[config.mk]
export PLATFORM = sky130hd
export DESIGN_NAME = packet_header_crc_checker_core
export DESIGN_NICKNAME = d
export VERILOG_FILES = /design/src/hdl/phc_pkg.sv /design/src/hdl/phc_frame_parser.sv /design/src/hdl/packet_header_crc_checker_core.sv
export VERILOG_INCLUDE_DIRS = /design/src /design/src/hdl
export SDC_FILE = /design/constraint.sdc
export NUM_CORES = 1
export LEC_CHECK = 0
export BUFFER_PORTS_ARGS = -buffer_cell sky130_fd_sc_hd__buf_2
export CAP_MARGIN = 10
export CORE_ASPECT_RATIO = 1.25
export CORE_UTILIZATION = 25
export CTS_BUF_LIST = sky130_fd_sc_hd__clkbuf_4
export CTS_CLUSTER_DIAMETER = 200
export DETAILED_ROUTE_END_ITERATION = 8
export PLACE_DENSITY = 0.48
export SLEW_MARGIN = 0
export SYNTH_ARGS = -nofsm -noshare
export SYNTH_HDL_FRONTEND = slang
export SYNTH_SLANG_ARGS = --single-unit
[constraint.sdc]
create_clock -name clk -period 5.8 [get_ports clk]
set_input_delay 0.87 -clock clk [delete_from_list [all_inputs] [get_ports clk]]
set_output_delay 0.87 -clock clk [all_outputs]
set_load 0.005 [all_outputs]
[src/hdl/assert_macros.svh]
// Assertion macros shared by the checker RTL.
// Depends on nothing; users must have clk and arst_n in scope.
`ifndef ASSERT_MACROS_SVH
`define ASSERT_MACROS_SVH

// Clocked implication, disabled while reset is asserted.
`define PHC_ASSERT_IMPL(label, ante, cons, msg) \
	label: assert property (@(posedge clk) disable iff (!arst_n) (ante) |-> (cons)) \
		else $error(msg);

// Clocked invariant, disabled while reset is asserted.
`define PHC_ASSERT_ALWAYS(label, expr, msg) \
	label: assert property (@(posedge clk) disable iff (!arst_n) (expr)) \
		else $error(msg);

`endif

[src/hdl/phc_pkg.sv]
// Shared types, constants and the CRC-32 byte step for the header CRC checker.
// No dependencies.
package phc_pkg;

	localparam logic [15:0] MAX_PAYLOAD   = 16'd512;
	localparam logic [7:0]  TR_CLEAR_MASK = 8'b1101_1111;
	localparam logic [15:0] HEADER_BYTES  = 16'd12;
	localparam logic [15:0] TRAILER_BYTES = 16'd4;
	localparam logic [31:0] CRC_POLY      = 32'hEDB8_8320;
	localparam logic [31:0] CRC_INIT      = 32'hFFFF_FFFF;
	localparam logic [15:0] COUNT_MAX     = 16'hFFFF;

	localparam logic [2:0] ST_OK       = 3'd0;
	localparam logic [2:0] ST_BAD_TYPE = 3'd1;
	localparam logic [2:0] ST_BAD_TR   = 3'd2;
	localparam logic [2:0] ST_BAD_LEN  = 3'd3;
	localparam logic [2:0] ST_BAD_CRC  = 3'd4;

	typedef struct packed {
		logic [7:0]  out_byte;
		logic        is_payload;
		logic        frame_done;
		logic [2:0]  status;
		logic [1:0]  pkt_type;
		logic        trunc_flag;
		logic [4:0]  window_size;
		logic [7:0]  seq_number;
		logic [15:0] payload_length;
		logic [31:0] time_stamp;
		logic        has_payload_crc;
	} phc_result_t;

	// Reflected CRC-32 (zlib), one byte, unrolled over eight bit steps.
	function automatic logic [31:0] crc_byte(input logic [31:0] c_in, input logic [7:0] b);
		logic [31:0] c;
		c = c_in ^ {24'd0, b};
		for (int k = 0; k < 8; k++) begin
			c = c[0] ? ((c >> 1) ^ CRC_POLY) : (c >> 1);
		end
		return c;
	endfunction

endpackage

[src/hdl/phc_frame_parser.sv]
// Frame state and per-byte result logic of the header CRC checker.
// Depends on phc_pkg.
module phc_frame_parser (
	input  logic                clk,
	input  logic                arst_n,
	input  logic                take,
	input  logic [7:0]          in_byte,
	input  logic                in_last,
	output phc_pkg::phc_result_t result
);
	import phc_pkg::*;

	logic [15:0] cnt_q;
	logic [7:0]  hb0_q;
	logic [7:0]  seq_q;
	logic [15:0] len_q;
	logic [31:0] stamp_q;
	logic [31:0] crc_q;
	logic [31:0] rcrc_q;
	logic [31:0] tail_q;
	logic        hbad_q;

	logic [7:0]  hb0_n;
	logic [7:0]  seq_n;
	logic [15:0] len_n;
	logic [31:0] stamp_n;
	logic [31:0] crc_n;
	logic [31:0] rcrc_n;
	logic [31:0] tail_n;
	logic        hbad_n;
	logic        payload;
	logic [16:0] total;
	logic [16:0] len_ext;
	logic        has_crc;
	logic [2:0]  status;

	always_comb begin
		hb0_n   = hb0_q;
		seq_n   = seq_q;
		len_n   = len_q;
		stamp_n = stamp_q;
		crc_n   = crc_q;
		rcrc_n  = rcrc_q;
		tail_n  = tail_q;
		hbad_n  = hbad_q;
		payload = 1'b0;
		if (cnt_q == 16'd0) begin
			hb0_n = in_byte;
			crc_n = crc_byte(crc_q, in_byte & TR_CLEAR_MASK);
		end else if (cnt_q < 16'd8) begin
			if (cnt_q == 16'd1) begin
				seq_n = in_byte;
			end else if (cnt_q == 16'd2) begin
				len_n = {in_byte, 8'd0};
			end else if (cnt_q == 16'd3) begin
				len_n = {len_q[15:8], len_q[7:0] | in_byte};
			end else begin
				// bytes 4-7 land little-endian
				unique case (cnt_q[1:0])
					2'd0: stamp_n = stamp_q | {24'd0, in_byte};
					2'd1: stamp_n = stamp_q | {16'd0, in_byte, 8'd0};
					2'd2: stamp_n = stamp_q | {8'd0, in_byte, 16'd0};
					default: stamp_n = stamp_q | {in_byte, 24'd0};
				endcase
			end
			crc_n = crc_byte(crc_q, in_byte);
		end else if (cnt_q < HEADER_BYTES) begin
			rcrc_n = {rcrc_q[23:0], in_byte};
			if (cnt_q == HEADER_BYTES - 16'd1) begin
				hbad_n = (rcrc_n != ~crc_q);
				crc_n  = CRC_INIT;
			end
		end else if ((cnt_q - HEADER_BYTES) < len_q) begin
			payload = 1'b1;
			crc_n   = crc_byte(crc_q, in_byte);
		end else begin
			tail_n = {tail_q[23:0], in_byte};
		end
	end

	// Final-byte verdict, checks in priority order.
	always_comb begin
		total   = {1'b0, cnt_q} + 17'd1;
		len_ext = {1'b0, len_n};
		has_crc = 1'b0;
		status  = ST_OK;
		if (in_last) begin
			priority if (hb0_n[7:6] == 2'd0) begin
				status = ST_BAD_TYPE;
			end else if (hb0_n[5] && (len_n != 16'd0)) begin
				status = ST_BAD_TR;
			end else if ((cnt_q == COUNT_MAX) || (len_n > MAX_PAYLOAD)
					|| (total < {1'b0, HEADER_BYTES})
					|| ((total != len_ext + {1'b0, HEADER_BYTES})
					&& (total != len_ext + {1'b0, HEADER_BYTES + TRAILER_BYTES}))) begin
				status = ST_BAD_LEN;
			end else begin
				has_crc = (total == len_ext + {1'b0, HEADER_BYTES + TRAILER_BYTES});
				if (hbad_n || (has_crc && (tail_n != ~crc_n))) begin
					status = ST_BAD_CRC;
				end
			end
		end
	end

	always_comb begin
		result.out_byte        = in_byte;
		result.is_payload      = payload;
		result.frame_done      = in_last;
		result.status          = status;
		result.pkt_type        = hb0_n[7:6];
		result.trunc_flag      = hb0_n[5];
		result.window_size     = hb0_n[4:0];
		result.seq_number      = seq_n;
		result.payload_length  = len_n;
		result.time_stamp      = stamp_n;
		result.has_payload_crc = has_crc;
	end

	always_ff @(posedge clk or negedge arst_n) begin
		if (!arst_n) begin
			cnt_q   <= 16'd0;
			hb0_q   <= 8'd0;
			seq_q   <= 8'd0;
			len_q   <= 16'd0;
			stamp_q <= 32'd0;
			crc_q   <= CRC_INIT;
			rcrc_q  <= 32'd0;
			tail_q  <= 32'd0;
			hbad_q  <= 1'b0;
		end else if (take) begin
			if (in_last) begin
				cnt_q   <= 16'd0;
				hb0_q   <= 8'd0;
				seq_q   <= 8'd0;
				len_q   <= 16'd0;
				stamp_q <= 32'd0;
				crc_q   <= CRC_INIT;
				rcrc_q  <= 32'd0;
				tail_q  <= 32'd0;
				hbad_q  <= 1'b0;
			end else begin
				cnt_q   <= (cnt_q == COUNT_MAX) ? cnt_q : cnt_q + 16'd1;
				hb0_q   <= hb0_n;
				seq_q   <= seq_n;
				len_q   <= len_n;
				stamp_q <= stamp_n;
				crc_q   <= crc_n;
				rcrc_q  <= rcrc_n;
				tail_q  <= tail_n;
				hbad_q  <= hbad_n;
			end
		end
	end

endmodule

[src/hdl/packet_header_crc_checker_core.sv]
// Top level of the packet header CRC checker: stream ports and result register.
// Depends on phc_pkg, phc_frame_parser and assert_macros.svh.
//
// Deframes packets arriving one byte per beat (tlast on the final byte) and
// returns one result beat per input beat through the result register. Header: byte 0 is
// type[7:6] (1 data, 2 ack, 3 nack), tr[5], window[4:0]; byte 1 seqnum;
// bytes 2-3 big-endian length; bytes 4-7 timestamp (byte 4 lowest); bytes
// 8-11 big-endian CRC-32 (zlib) of bytes 0-7 with tr cleared. Payload follows,
// optionally trailed by its big-endian CRC-32. Each result echoes the byte,
// flags payload bytes on tuser, and carries the header fields captured so
// far. On the tlast beat status is set (0 ok, 1 bad type, 2 bad tr with
// nonzero length, 3 bad length, 4 CRC mismatch), checked in that order; it is
// 0 on all other beats. Throughput is one beat per clock with no gaps while the
// sink is ready; the path that sets the clock is the byte-wide unrolled CRC-32
// step plus the 32-bit compare feeding the result register. The result register
// lets a new beat in whenever it is empty or being drained in the same cycle.
module packet_header_crc_checker_core (
	input  logic        clk,
	input  logic        arst_n,
	input  logic        s_axis_tvalid,
	output logic        s_axis_tready,
	input  logic [7:0]  s_axis_tdata,   // [7:0] in_byte
	input  logic        s_axis_tlast,   // in_last
	output logic        m_axis_tvalid,
	input  logic        m_axis_tready,
	// [7:0] out_byte, [10:8] status, [12:11] pkt_type, [13] trunc_flag,
	// [18:14] window_size, [26:19] seq_number, [42:27] payload_length,
	// [74:43] time_stamp, [75] has_payload_crc, [79:76] zero
	output logic [79:0] m_axis_tdata,
	output logic        m_axis_tlast,   // frame_done
	output logic        m_axis_tuser    // is_payload
);
	import phc_pkg::*;

	`include "assert_macros.svh"

	logic        take;
	phc_result_t res_next;
	phc_result_t res_q;
	logic        valid_q;

	assign s_axis_tready = !valid_q || m_axis_tready;
	assign take          = s_axis_tvalid && s_axis_tready;

	phc_frame_parser u_parser (
		.clk     (clk),
		.arst_n  (arst_n),
		.take    (take),
		.in_byte (s_axis_tdata),
		.in_last (s_axis_tlast),
		.result  (res_next)
	);

	// result register: control reset, payload unreset
	always_ff @(posedge clk or negedge arst_n) begin
		if (!arst_n) begin
			valid_q <= 1'b0;
		end else if (take) begin
			valid_q <= 1'b1;
		end else if (m_axis_tready) begin
			valid_q <= 1'b0;
		end
	end

	always_ff @(posedge clk) begin
		if (take) begin
			res_q <= res_next;
		end
	end

	assign m_axis_tvalid = valid_q;
	assign m_axis_tlast  = res_q.frame_done;
	assign m_axis_tuser  = res_q.is_payload;
	assign m_axis_tdata  = {4'd0, res_q.has_payload_crc, res_q.time_stamp,
		res_q.payload_length, res_q.seq_number, res_q.window_size,
		res_q.trunc_flag, res_q.pkt_type, res_q.status, res_q.out_byte};

	// status is only meaningful on the final beat
	`PHC_ASSERT_IMPL(a_status_only_on_done, m_axis_tvalid && !m_axis_tlast,
		m_axis_tdata[10:8] == ST_OK, "status set on a non-final beat")

	// trailing CRC flag only on a final, non-payload beat
	`PHC_ASSERT_IMPL(a_crc_flag_on_tail, m_axis_tvalid && m_axis_tdata[75],
		m_axis_tlast && !m_axis_tuser, "payload CRC flag on wrong beat")

	// type zero on the final beat is exactly the bad-type verdict
	`PHC_ASSERT_ALWAYS(a_bad_type_match, !(m_axis_tvalid && m_axis_tlast)
		|| ((m_axis_tdata[12:11] == 2'd0) == (m_axis_tdata[10:8] == ST_BAD_TYPE)),
		"bad type verdict does not match type field")

	// an accepted beat always shows up in the result register
	`PHC_ASSERT_IMPL(a_take_fills, $past(take && arst_n), m_axis_tvalid,
		"accepted beat lost")

endmodule

==> flow_summary.yaml, run 1 <==
global_routing:
  grt_max_degree: 86
  grt_pass1_vias: 12500
  antenna_found_initial: 1
  gr-total-overflow: 0
  grt_pass1_wl_um: 81300
  track_usage: 0.182
sta:
  hold_viol: 0
  setup_tns_ns: 0
  post-route-period-util: 0.934
  clock_skew_ns: 0.0469
  setup_viol: 0
  period_needed_ns: 5.42
  drv_slew: 0
  timing.slew.headroom: 0.300
  hold-worst-slack_ns: 0.165
  fmax_mhz: 185
  tightestPinTransition_ns: 1.04
critical_path:
  worst_setup_path_end_kind: "flip-flop"
  startpoint: "u_parser.cnt_q[7]$_DFFE_PN0P_"
  cpMostUsedCell: "nand4_1"
  crit_slowest_cell: "o31ai_2"
  crit_chain: "or4_1 -> or3_1 -> a211oi_2 -> nand2b_1 -> nor4_1 -> xor2_1 -> ha_1 -> nand4_1 -> nor2_1 -> a32o_2 -> buf_4 -> o31ai_2 -> o22ai_1 -> xor2_1 -> nand4_1 -> nor4_1 -> nand4_1 -> o2111a_1"
  crit_fanout: 10
  crit_path_start_kind: "flip-flop"
  critical_path.top_delay_family: "simple AND/OR/NAND/NOR gates"
  slowest_delay_ns: 0.67
  arrival_ns: 5.91
  regToRegStartpoint: "u_parser.cnt_q[7]$_DFFE_PN0P_"
  critPathRequiredTime_ns: 6.30
  critPathKind: "reg2reg"
  worst-path-buf-inv: 1
  rrSetupSlack_ns: 0.38
placement:
  place_area_sq_um: 16300
  gp_congestion: 0.907
  io_buffers: 92
  dp_hpwl_um: 38800
layout:
  areaGrowthSynthToFinish_pct: 16.5
  multi_input_area_sq_um: 7710
  drive_gt1_frac: 0.215
  fillers: 6085
  stdcell_area_sq_um: 17300
  regArea_sq_um: 6640
  final_cell_mix: "dfrtp_1 (138), nor2_1 (109), xnor2_1 (108), a21oi_1 (100), nand2_1 (99)"
  fin_nets: 1618
  final_common_cell: "dfrtp_1"
detailed_routing:
  ant_nets: 0
  wl_per_cell_um: 23.1
  vias: 12400
  viasPerCell: 5.19
  drcViolationCount: 2
  drtPass1Iterations: 8
  drt_iter0_drc: 950
  routed_wl_um: 55300
synthesis:
  avgSynthCellArea_sq_um: 10.2
  async_flop_share: 0.685
  synth-seq-area-share: 0.447
  synthFlopType: "dfrtp_1"
  synth_warnings: 0
  synthDistinctLibCells: 89
  synth.largest_area_cell: "dfrtp_1"
  synth_enable_flop_cells: 78
  yosysTopAreaCellShare: 0.232
  ys_seq_elements: 248
  synthesis.area_sq_um: 14900
  syn_inst: 1457
  synth_area_leaders: "dfrtp_1 (23%), edfxtp_1 (16%), xnor2_1 (6.4%), dfstp_2 (5.7%), a22o_1 (4.5%)"
floorplanning:
  die_w_um: 220
  fp.dieH_um: 275
  rows: 99
  die_area_sq_um: 60400
  initial_core_util: 0.254
  core-area_sq_um: 58600
  pin_count: 97
run_status:
  violations: "DRC"
  status: "finished, violations left"
cts:
  cts_made_buffers: 67
  max-clock-path-buffers: 3
  insertion_delay_ns: 0.76
  h-tree-depth: 3
  cts.clk_slew.worst_paths_ns: 0.07
  cts.sinks: 248
  cts_tree: "done"
  cts-root-buf: "clkbuf_4"
job:
  maxCapViolCount: 0
min_path:
  worst_hold_path_type: "in2async"
power_and_ir_drop:
  worst_ir_drop_vdd_uv: 251
  cellPowerDensity_nw_per_um2: 470
  p_leak_nw: 7.11
  p_total_w: 0.00813
## state kept, by name, summed over array words and instances (netlist names)
signal,cells
m_axis_tdata,76
u_parser.crc_q,32
u_parser.stamp_q,32
u_parser.tail_q,32
u_parser.rcrc_q,24
u_parser.cnt_q,16
u_parser.len_q,16
u_parser.hb0_q,8
u_parser.seq_q,8
m_axis_tlast,1
m_axis_tuser,1
m_axis_tvalid,1
u_parser.hbad_q,1
## worst paths after layout
path                                             endpoint  cells past startpoint
max in group asynchronous  u_parser.cnt_q[12]$_DFFE_PN0P_                      2
min reg2reg                 u_parser.hb0_q[6]$_DFFE_PN0P_                      2
min                        u_parser.tail_q[4]$_DFFE_PN0P_                      1
max                        m_axis_tdata[10]$_SDFFCE_PP0P_                     18
max reg2reg                m_axis_tdata[10]$_SDFFCE_PP0P_                     18
min in group clk                m_axis_tvalid$_DFFE_PN0P_                      2
## cells by family after synthesis
logic type,Yosys count,share of synthesized area
mux,49,0.0341
simple gates,361,0.119
other cells,1,0.000252
flops,248,0.447
xor+xnor,194,0.136
compound gates,422,0.195
fa+ha+maj,28,0.0236
buf+inv,154,0.0445
## cells in the mapped netlist, types with 7 or more instances
| library cell | instances |
|---|---|
| mux2_2 | 13 |
| mux2i_1 | 36 |
| nor3_1 | 23 |
| xnor3_1 | 13 |
| xor2_1 | 59 |
| dfrtp_1 | 138 |
| a21oi_1 | 101 |
| a31oi_1 | 9 |
| nor4_1 | 19 |
| o31ai_1 | 9 |
| a22oi_1 | 36 |
| xnor2_1 | 108 |
| and2_1 | 10 |
| nand4_1 | 30 |
| nand2b_1 | 10 |
| clkbuf_1 | 72 |
| o21ai_0 | 75 |
| buf_2 | 11 |
| o22ai_1 | 30 |
| edfxtp_1 | 78 |
| o22a_1 | 7 |
| and3_1 | 7 |
| nand3_1 | 22 |
| a22o_1 | 77 |
| buf_4 | 12 |
| nand2_1 | 100 |
| nor2_1 | 111 |
| inv_1 | 45 |
| xnor2_2 | 7 |
| dfstp_2 | 32 |
| o32ai_1 | 11 |
| ha_1 | 28 |
## worst register-to-register path, stage by stage, from the launching register on
cell and delay (ns):
dfrtp_1 0.38, or4_1 0.58, or3_1 0.37, a211oi_2 0.27, nand2b_1 0.11, nor4_1 0.23
xor2_1 0.20, ha_1 0.28, nand4_1 0.24, nor2_1 0.15, a32o_2 0.32, buf_4 0.17
o31ai_2 0.67, o22ai_1 0.18, xor2_1 0.18, nand4_1 0.10, nor4_1 0.30, nand4_1 0.16
o2111a_1 0.26
## per-stage QoR
stage | worst slack [ns] | instances | utilization
floorplan | 0.633 | 1460 | -
global route | -0.00884 | 2389 | 0.295
CTS | 0.0253 | 2382 | 0.293
detailed placement | 0.0390 | 2259 | 0.278
global placement | 0.121 | 2259 | 0.278
finish | 0.381 | 2390 | 0.295
## repair_timing
item / CTS / global route
pin swaps: 1 / 3
setup endpoints to repair: 1 / 1
hold buffers: 0 / 0
resized for setup: 0 / 9
cloned: 0 / 1
setup buffers: 0 / 5
## routing by layer
| layer | global-route usage | routed length, um | vias to the layer above |
|---|---|---|---|
| met4 | 0.111 | 3070 | 0 |
| met5 | 0 | 0 | - |
| met2 | 0.320 | 28300 | 413 |
| met1 | 0.205 | 21500 | 6204 |
| met3 | 0.0284 | 2350 | 147 |
| li1 | - | - | 5649 |
## cell type report
type                       count  area share
multi-input combinational   1059       0.446
clock inverter                27     0.00839
clock buffer                  96      0.0416
antenna                        2    0.000289
inverter                      50      0.0111
sequential                   248       0.383
tap                          757      0.0547
timing repair buffer         151      0.0547
## power by group
part / switching, W / leakage [nW] / internal [W] / total, W
clock network: 0.000805 / 0.513 / 0.000816 / 0.00162
registers: 0.000419 / 2.97 / 0.00216 / 0.00258
logic: 0.00222 / 3.62 / 0.00172 / 0.00393
No activity file was read; power rests on OpenSTA's default activity.
==> run 2: changes to the inputs <==
--- a/config.mk
+++ b/config.mk
@@ -13,7 +13,10 @@
 export CTS_BUF_LIST = sky130_fd_sc_hd__clkbuf_4
 export CTS_CLUSTER_DIAMETER = 200
 export DETAILED_ROUTE_END_ITERATION = 8
+export HOLD_SLACK_MARGIN = 0.02
 export PLACE_DENSITY = 0.48
+export RECOVER_POWER = 50
+export SKIP_CTS_REPAIR_TIMING = 1
 export SLEW_MARGIN = 0
 export SYNTH_ARGS = -nofsm -noshare
 export SYNTH_HDL_FRONTEND = slang
==> flow_summary.yaml, run 2 (synthesis gave the netlist of run 1 again) <==
run_status:
  status: "finished, violations left"
  violations: "DRC, capacitance limit, slew limit"
power_and_ir_drop:
  worst_ir_drop_vdd_uv: 248
  p_leak_nw: 6.90
  cellPowerDensity_nw_per_um2: 472
layout:
  stdcell_area_sq_um: 17200
  final_common_cell: "dfrtp_1"
  fin_nets: 1618
  final_cell_mix: "dfrtp_1 (138), nor2_1 (109), xnor2_1 (108), a21oi_1 (100), nand2_1 (99)"
  final-instance-count-excl-fill: 2391
  areaGrowthSynthToFinish_pct: 15.6
  drive_gt1_frac: 0.175
  largest_register_ffs: 76
placement:
  io_buffers: 92
  post-place-cells: 2259
  dp_hpwl_um: 38800
  place_area_sq_um: 16300
  gp_congestion: 0.907
global_routing:
  grt_max_degree: 86
  antenna_found_initial: 2
  grt_pass1_wl_um: 81300
  gr-total-overflow: 0
  grt_pass1_vias: 12500
  track_usage: 0.182
detailed_routing:
  ant_nets: 0
  viasPerCell: 5.18
  vias: 12400
  wl_per_cell_um: 23.2
  drt_iter0_drc: 1059
  drtPass1Iterations: 7
  routed_wl_um: 55500
  drcViolationCount: 2
cts:
  cts_made_buffers: 67
  cts.clk_slew.worst_paths_ns: 0.07
  cts_tree: "done"
  cts-root-buf: "clkbuf_4"
  cts.sinks: 248
  insertion_delay_ns: 0.76
  h-tree-depth: 3
  max-clock-path-buffers: 3
job:
  maxCapViolCount: 2
critical_path:
  crit_chain: "or4_1 -> or3_1 -> a211oi_2 -> nand2b_1 -> nor4_1 -> xor2_1 -> ha_1 -> nand4_1 -> nor2_1 -> a32o_2 -> buf_4 -> o21ai_4 -> buf_4 -> mux2i_1 -> xnor2_1 -> nor4_1 -> nand4_1 -> o2111a_1"
  worst_setup_path_end_kind: "flip-flop"
  crit_fanout: 29
  crit_slowest_cell: "or4_1"
  regToRegStartpoint: "u_parser.cnt_q[7]$_DFFE_PN0P_"
  arrival_ns: 5.94
  startpoint: "u_parser.cnt_q[7]$_DFFE_PN0P_"
  slowest_delay_ns: 0.58
  critPathKind: "reg2reg"
  critPathRequiredTime_ns: 6.30
  crit_path_start_kind: "flip-flop"
sta:
  hold_viol: 0
  clock_skew_ns: 0.0473
  setup_viol: 0
  period_needed_ns: 5.44
  timing.slew.headroom: -2.41
  tightestPinTransition_ns: 5.12
  post-route-period-util: 0.938
  drv_slew: 127
  fmax_mhz: 184
  rsz0062_at_grt: "no"
floorplanning:
  rows: 99
  die_area_sq_um: 60400
  core-area_sq_um: 58600
  die_w_um: 220
  initial_core_util: 0.254
  fp.dieH_um: 275
  pin_count: 97
min_path:
  worst_hold_path_type: "in2reg"
  hold_start: "s_axis_tvalid"
==> run 2: final cells by class <==
class / instances / area [sq um]
inverter: 50 / 189
antenna: 3 / 7.51
fill: 6129 / 41400
tap: 757 / 947
sequential: 248 / 6640
clock buffer: 96 / 721
timing repair buffer: 151 / 843
multi-input combinational: 1059 / 7690
clock inverter: 27 / 145
==> run 2: path summary, 6_finish.rpt <==
path / endpoint / slack [ns] / depth (start not counted)
max in group asynchronous: u_parser.len_q[5]$_DFFE_PN0P_ / 0.89 / 1
min in group asynchronous: u_parser.tail_q[4]$_DFFE_PN0P_ / 1.98 / 1
hold / removal: m_axis_tvalid$_DFFE_PN0P_ / 0.35 / 2
hold reg to reg: u_parser.hb0_q[6]$_DFFE_PN0P_ / 0.48 / 2
setup reg to reg: m_axis_tdata[10]$_SDFFCE_PP0P_ / 0.36 / 18
setup / recovery: m_axis_tdata[10]$_SDFFCE_PP0P_ / 0.36 / 18
==> run 2: worst max-delay path, delay by kind of cell, from the launching register on <==
kind	cells	cell delay, ns
AND/OR/NAND/NOR	8	2.18
buffers and inverters	2	0.57
flip-flops	1	0.38
AO/OA/AOI/OAI	4	1.18
adder cells (fa/ha/maj)	1	0.28
multiplexers	1	0.26
XOR/XNOR	2	0.30
==> run 2: per-stage QoR <==
step / hold slack (ns) / TNS (ns) / util / power, W / setup WS, ns
final: 0.354 / 0 / 0.293 / 0.00811 / 0.359
after global routing: 0.312 / 0 / 0.293 / 0.00859 / 0.0127
after CTS: 0.188 / -0.0173 / 0.293 / 0.00817 / -0.0173
after detailed placement: 0.472 / 0 / 0.278 / 0.00649 / 0.0390
after global placement: 0.464 / 0 / 0.278 / 0.00652 / 0.121
after floorplan: 0.450 / 0 / - / 0.00530 / 0.633
==> run 2: where the power goes <==
group	switching (W)	total (W)	leakage [nW]	internal [W]
registers	0.000423	0.00258	2.97	0.00216
clock network	0.000806	0.00162	0.513	0.000816
logic	0.00221	0.00391	3.42	0.00170
total	0.00344	0.00811	6.90	0.00468
==> run 2: metal layers <==
metal  wire length, um  part of all wire  track usage
met5                 0                 0            0
met4              3140             0.057        0.112
met3              2440             0.044       0.0285
met2             28400              0.51        0.320
met1             21600              0.39        0.205
==> run 3: changes to the inputs <==
--- a/config.mk
+++ b/config.mk
@@ -6,6 +6,7 @@
 export SDC_FILE = /design/constraint.sdc
 export NUM_CORES = 1
 export LEC_CHECK = 0
+export ABC_AREA = 1
 export BUFFER_PORTS_ARGS = -buffer_cell sky130_fd_sc_hd__buf_2
 export CAP_MARGIN = 10
 export CORE_ASPECT_RATIO = 1.25
@@ -16,6 +17,7 @@
 export HOLD_SLACK_MARGIN = 0.02
 export PLACE_DENSITY = 0.48
 export RECOVER_POWER = 50
+export SETUP_SLACK_MARGIN = 0.05
 export SKIP_CTS_REPAIR_TIMING = 1
 export SLEW_MARGIN = 0
 export SYNTH_ARGS = -nofsm -noshare
==> flow_summary.yaml, run 3 <==
cts:
  insertion_delay_ns: 0.85
  cts-root-buf: "clkbuf_4"
  h-tree-depth: 3
  cts_tree: "done"
  max-clock-path-buffers: 3
  cts.clk_slew.worst_paths_ns: 0.06
  cts_made_buffers: 72
  cts.sinks: 248
synthesis:
  synth.largest_area_cell: "dfrtp_1"
  avgSynthCellArea_sq_um: 7.48
  async_flop_share: 0.685
  synthesis.area_sq_um: 15600
  synthFlopType: "dfrtp_1"
  synth_area_leaders: "dfrtp_1 (22%), edfxtp_1 (15%), nand2_1 (14%), inv_1 (7.9%), dfstp_2 (5.4%)"
  ys_seq_elements: 248
  post-synth-top-count-cell: "nand2_1"
  synthDistinctLibCells: 52
  synthTopCellsByCount: "nand2_1 (583), inv_1 (328), nand3_1 (163)"
  synth_enable_flop_cells: 78
  synth_warnings: 0
  syn_inst: 2085
  yosysTopAreaCellShare: 0.221
  synth-seq-area-share: 0.425
floorplanning:
  rows: 102
  fp.dieH_um: 281
  core-area_sq_um: 61800
  die_area_sq_um: 63400
  initial_core_util: 0.253
  die_w_um: 225
  pin_count: 97
power_and_ir_drop:
  p_leak_nw: 8.74
  cellPowerDensity_nw_per_um2: 417
  worst_ir_drop_vdd_uv: 162
  p_total_w: 0.00743
critical_path:
  ff2ff_path_depth: 29
  worst-path-buf-inv: 4
  critical_path.top_delay_family: "simple AND/OR/NAND/NOR gates"
  crit_slowest_cell: "dfrtp_1"
  startpoint: "u_parser.cnt_q[3]$_DFFE_PN0P_"
  worstSetupPathDepth: 29
  crit_path_start_kind: "flip-flop"
  crit_fanout: 13
  arrival_ns: 5.58
  cpMostUsedCell: "nand2_1"
  critPathKind: "reg2reg"
  slowest_delay_ns: 0.45
  regToRegStartpoint: "u_parser.cnt_q[3]$_DFFE_PN0P_"
  critPathRequiredTime_ns: 6.40
  worst_setup_path_end_kind: "flip-flop"
sta:
  fin_ws_ns: 0.818
  fmax_mhz: 201
  setup_viol: 0
  period_needed_ns: 4.98
  rsz0062_at_grt: "no"
  tightestPinTransition_ns: 4.60
  setup_tns_ns: 0
  timing.slew.headroom: -2.07
  drv_slew: 115
  clock_skew_ns: 0.0897
  hold_viol: 0
  post-route-period-util: 0.859
layout:
  final-instance-count-excl-fill: 3085
  fillers: 6836
  largest_register_ffs: 76
  fin_nets: 2234
  final_common_cell: "nand2_1"
  areaGrowthSynthToFinish_pct: 14.4
  drive_gt1_frac: 0.130
  final_cell_mix: "nand2_1 (582), inv_1 (327), nand3_1 (163), dfrtp_1 (138), o22ai_1 (124)"
  stdcell_area_sq_um: 17800
global_routing:
  grt_pass1_wl_um: 85400
  track_usage: 0.179
  antenna_found_initial: 1
  grt_pass1_vias: 14600
  grt_max_degree: 99
  gr-total-overflow: 0
placement:
  io_buffers: 92
  gp_congestion: 0.899
  dp_hpwl_um: 40700
  pre_cts_slack_ns: 0.806
  place_area_sq_um: 16900
  post-place-cells: 2951
detailed_routing:
  drcViolationCount: 0
  drt_iter0_drc: 1107
  drtPass1Iterations: 8
  routed_wl_um: 55900
  wl_per_cell_um: 18.1
  vias: 14600
  ant_nets: 0
  viasPerCell: 4.74
min_path:
  hold_start: "m_axis_tready"
  hold_depth: 4
  worst_hold_path_type: "in2reg"
run_status:
  status: "finished, violations left"
  violations: "capacitance limit, slew limit"
job:
  maxCapViolCount: 2
==> run 3: changes by cell type in the layout (fill, tap and decap cells not counted), moves of 28 or more <==
cell     change
o21ai_0     +30
a21oi_1     -43
a22o_1      -76
xnor2_1     -85
buf_4       -35
nand2_2     +28
mux2i_1     -36
o22ai_1     +94
nand2_1    +483
inv_1      +282
nand3_1    +141
==> run 3: per-stage QoR <==
stage                     utilization  hold slack [ns]
after floorplan                     -            0.448
after global placement          0.274            0.464
after detailed placement        0.274            0.470
after CTS                       0.290           0.0483
after global routing            0.289            0.382
final                           0.289            0.382
==> run 3: cell families after synthesis <==
| kind of cell | count (synthesis) | share of synthesized area |
|---|---|---|
| buffers and inverters | 419 | 0.105 |
| and+or+nand+nor | 962 | 0.269 |
| other | 1 | 0.000240 |
| xor gates and xnor gates | 92 | 0.0530 |
| AOI/OAI and AO/OA | 335 | 0.124 |
| DFF | 248 | 0.425 |
| adders and majority gates | 28 | 0.0225 |
==> run 3: layout make-up <==
| cell class | instances | area, sq um | share of cell area |
|---|---|---|---|
| antenna | 1 | 2.50 | 0.000140 |
| clock buffer | 112 | 841 | 0.0471 |
| clock inverter | 21 | 126 | 0.00708 |
| inverter | 342 | 1290 | 0.0722 |
| multi-input combinational | 1421 | 7350 | 0.412 |
| sequential | 248 | 6640 | 0.372 |
| tap | 832 | 1040 | 0.0583 |
| timing repair buffer | 108 | 561 | 0.0314 |
==> run 3: worst register-to-register path: cells and delay by family, from the launching register on <==
kind / cells / cell delay, ns
AO/OA/AOI/OAI: 4 / 0.55
adder cells (fa/ha/maj): 1 / 0.27
AND/OR/NAND/NOR: 19 / 2.77
flip-flops: 1 / 0.45
buffers and inverters: 4 / 0.59
XOR/XNOR: 1 / 0.16
==> run 3: worst paths after layout <==
kind                            slack [ns]                          endpoint
worst max-delay path                  0.82    m_axis_tdata[10]$_SDFFCE_PP0P_
worst min-delay path                  0.38         m_axis_tvalid$_DFFE_PN0P_
worst max register to register        0.82    m_axis_tdata[10]$_SDFFCE_PP0P_
worst min register to register        0.48  u_parser.stamp_q[20]$_DFFE_PN0P_
max in group asynchronous             1.48     u_parser.len_q[6]$_DFFE_PN0P_
min in group asynchronous             1.69    u_parser.tail_q[9]$_DFFE_PN0P_
==> run 3: metal layers <==
metal,part of all wire,GRT usage
met4,0.053,0.101
met1,0.40,0.207
met3,0.051,0.0282
met2,0.49,0.311
met5,0,0
==> run 3: power by group <==
part           total, W  internal (W)  switching, W  leakage [nW]
Combinational   0.00331       0.00106       0.00225          5.15
Clock           0.00176      0.000928      0.000830         0.573
Sequential      0.00237       0.00214      0.000230          3.02
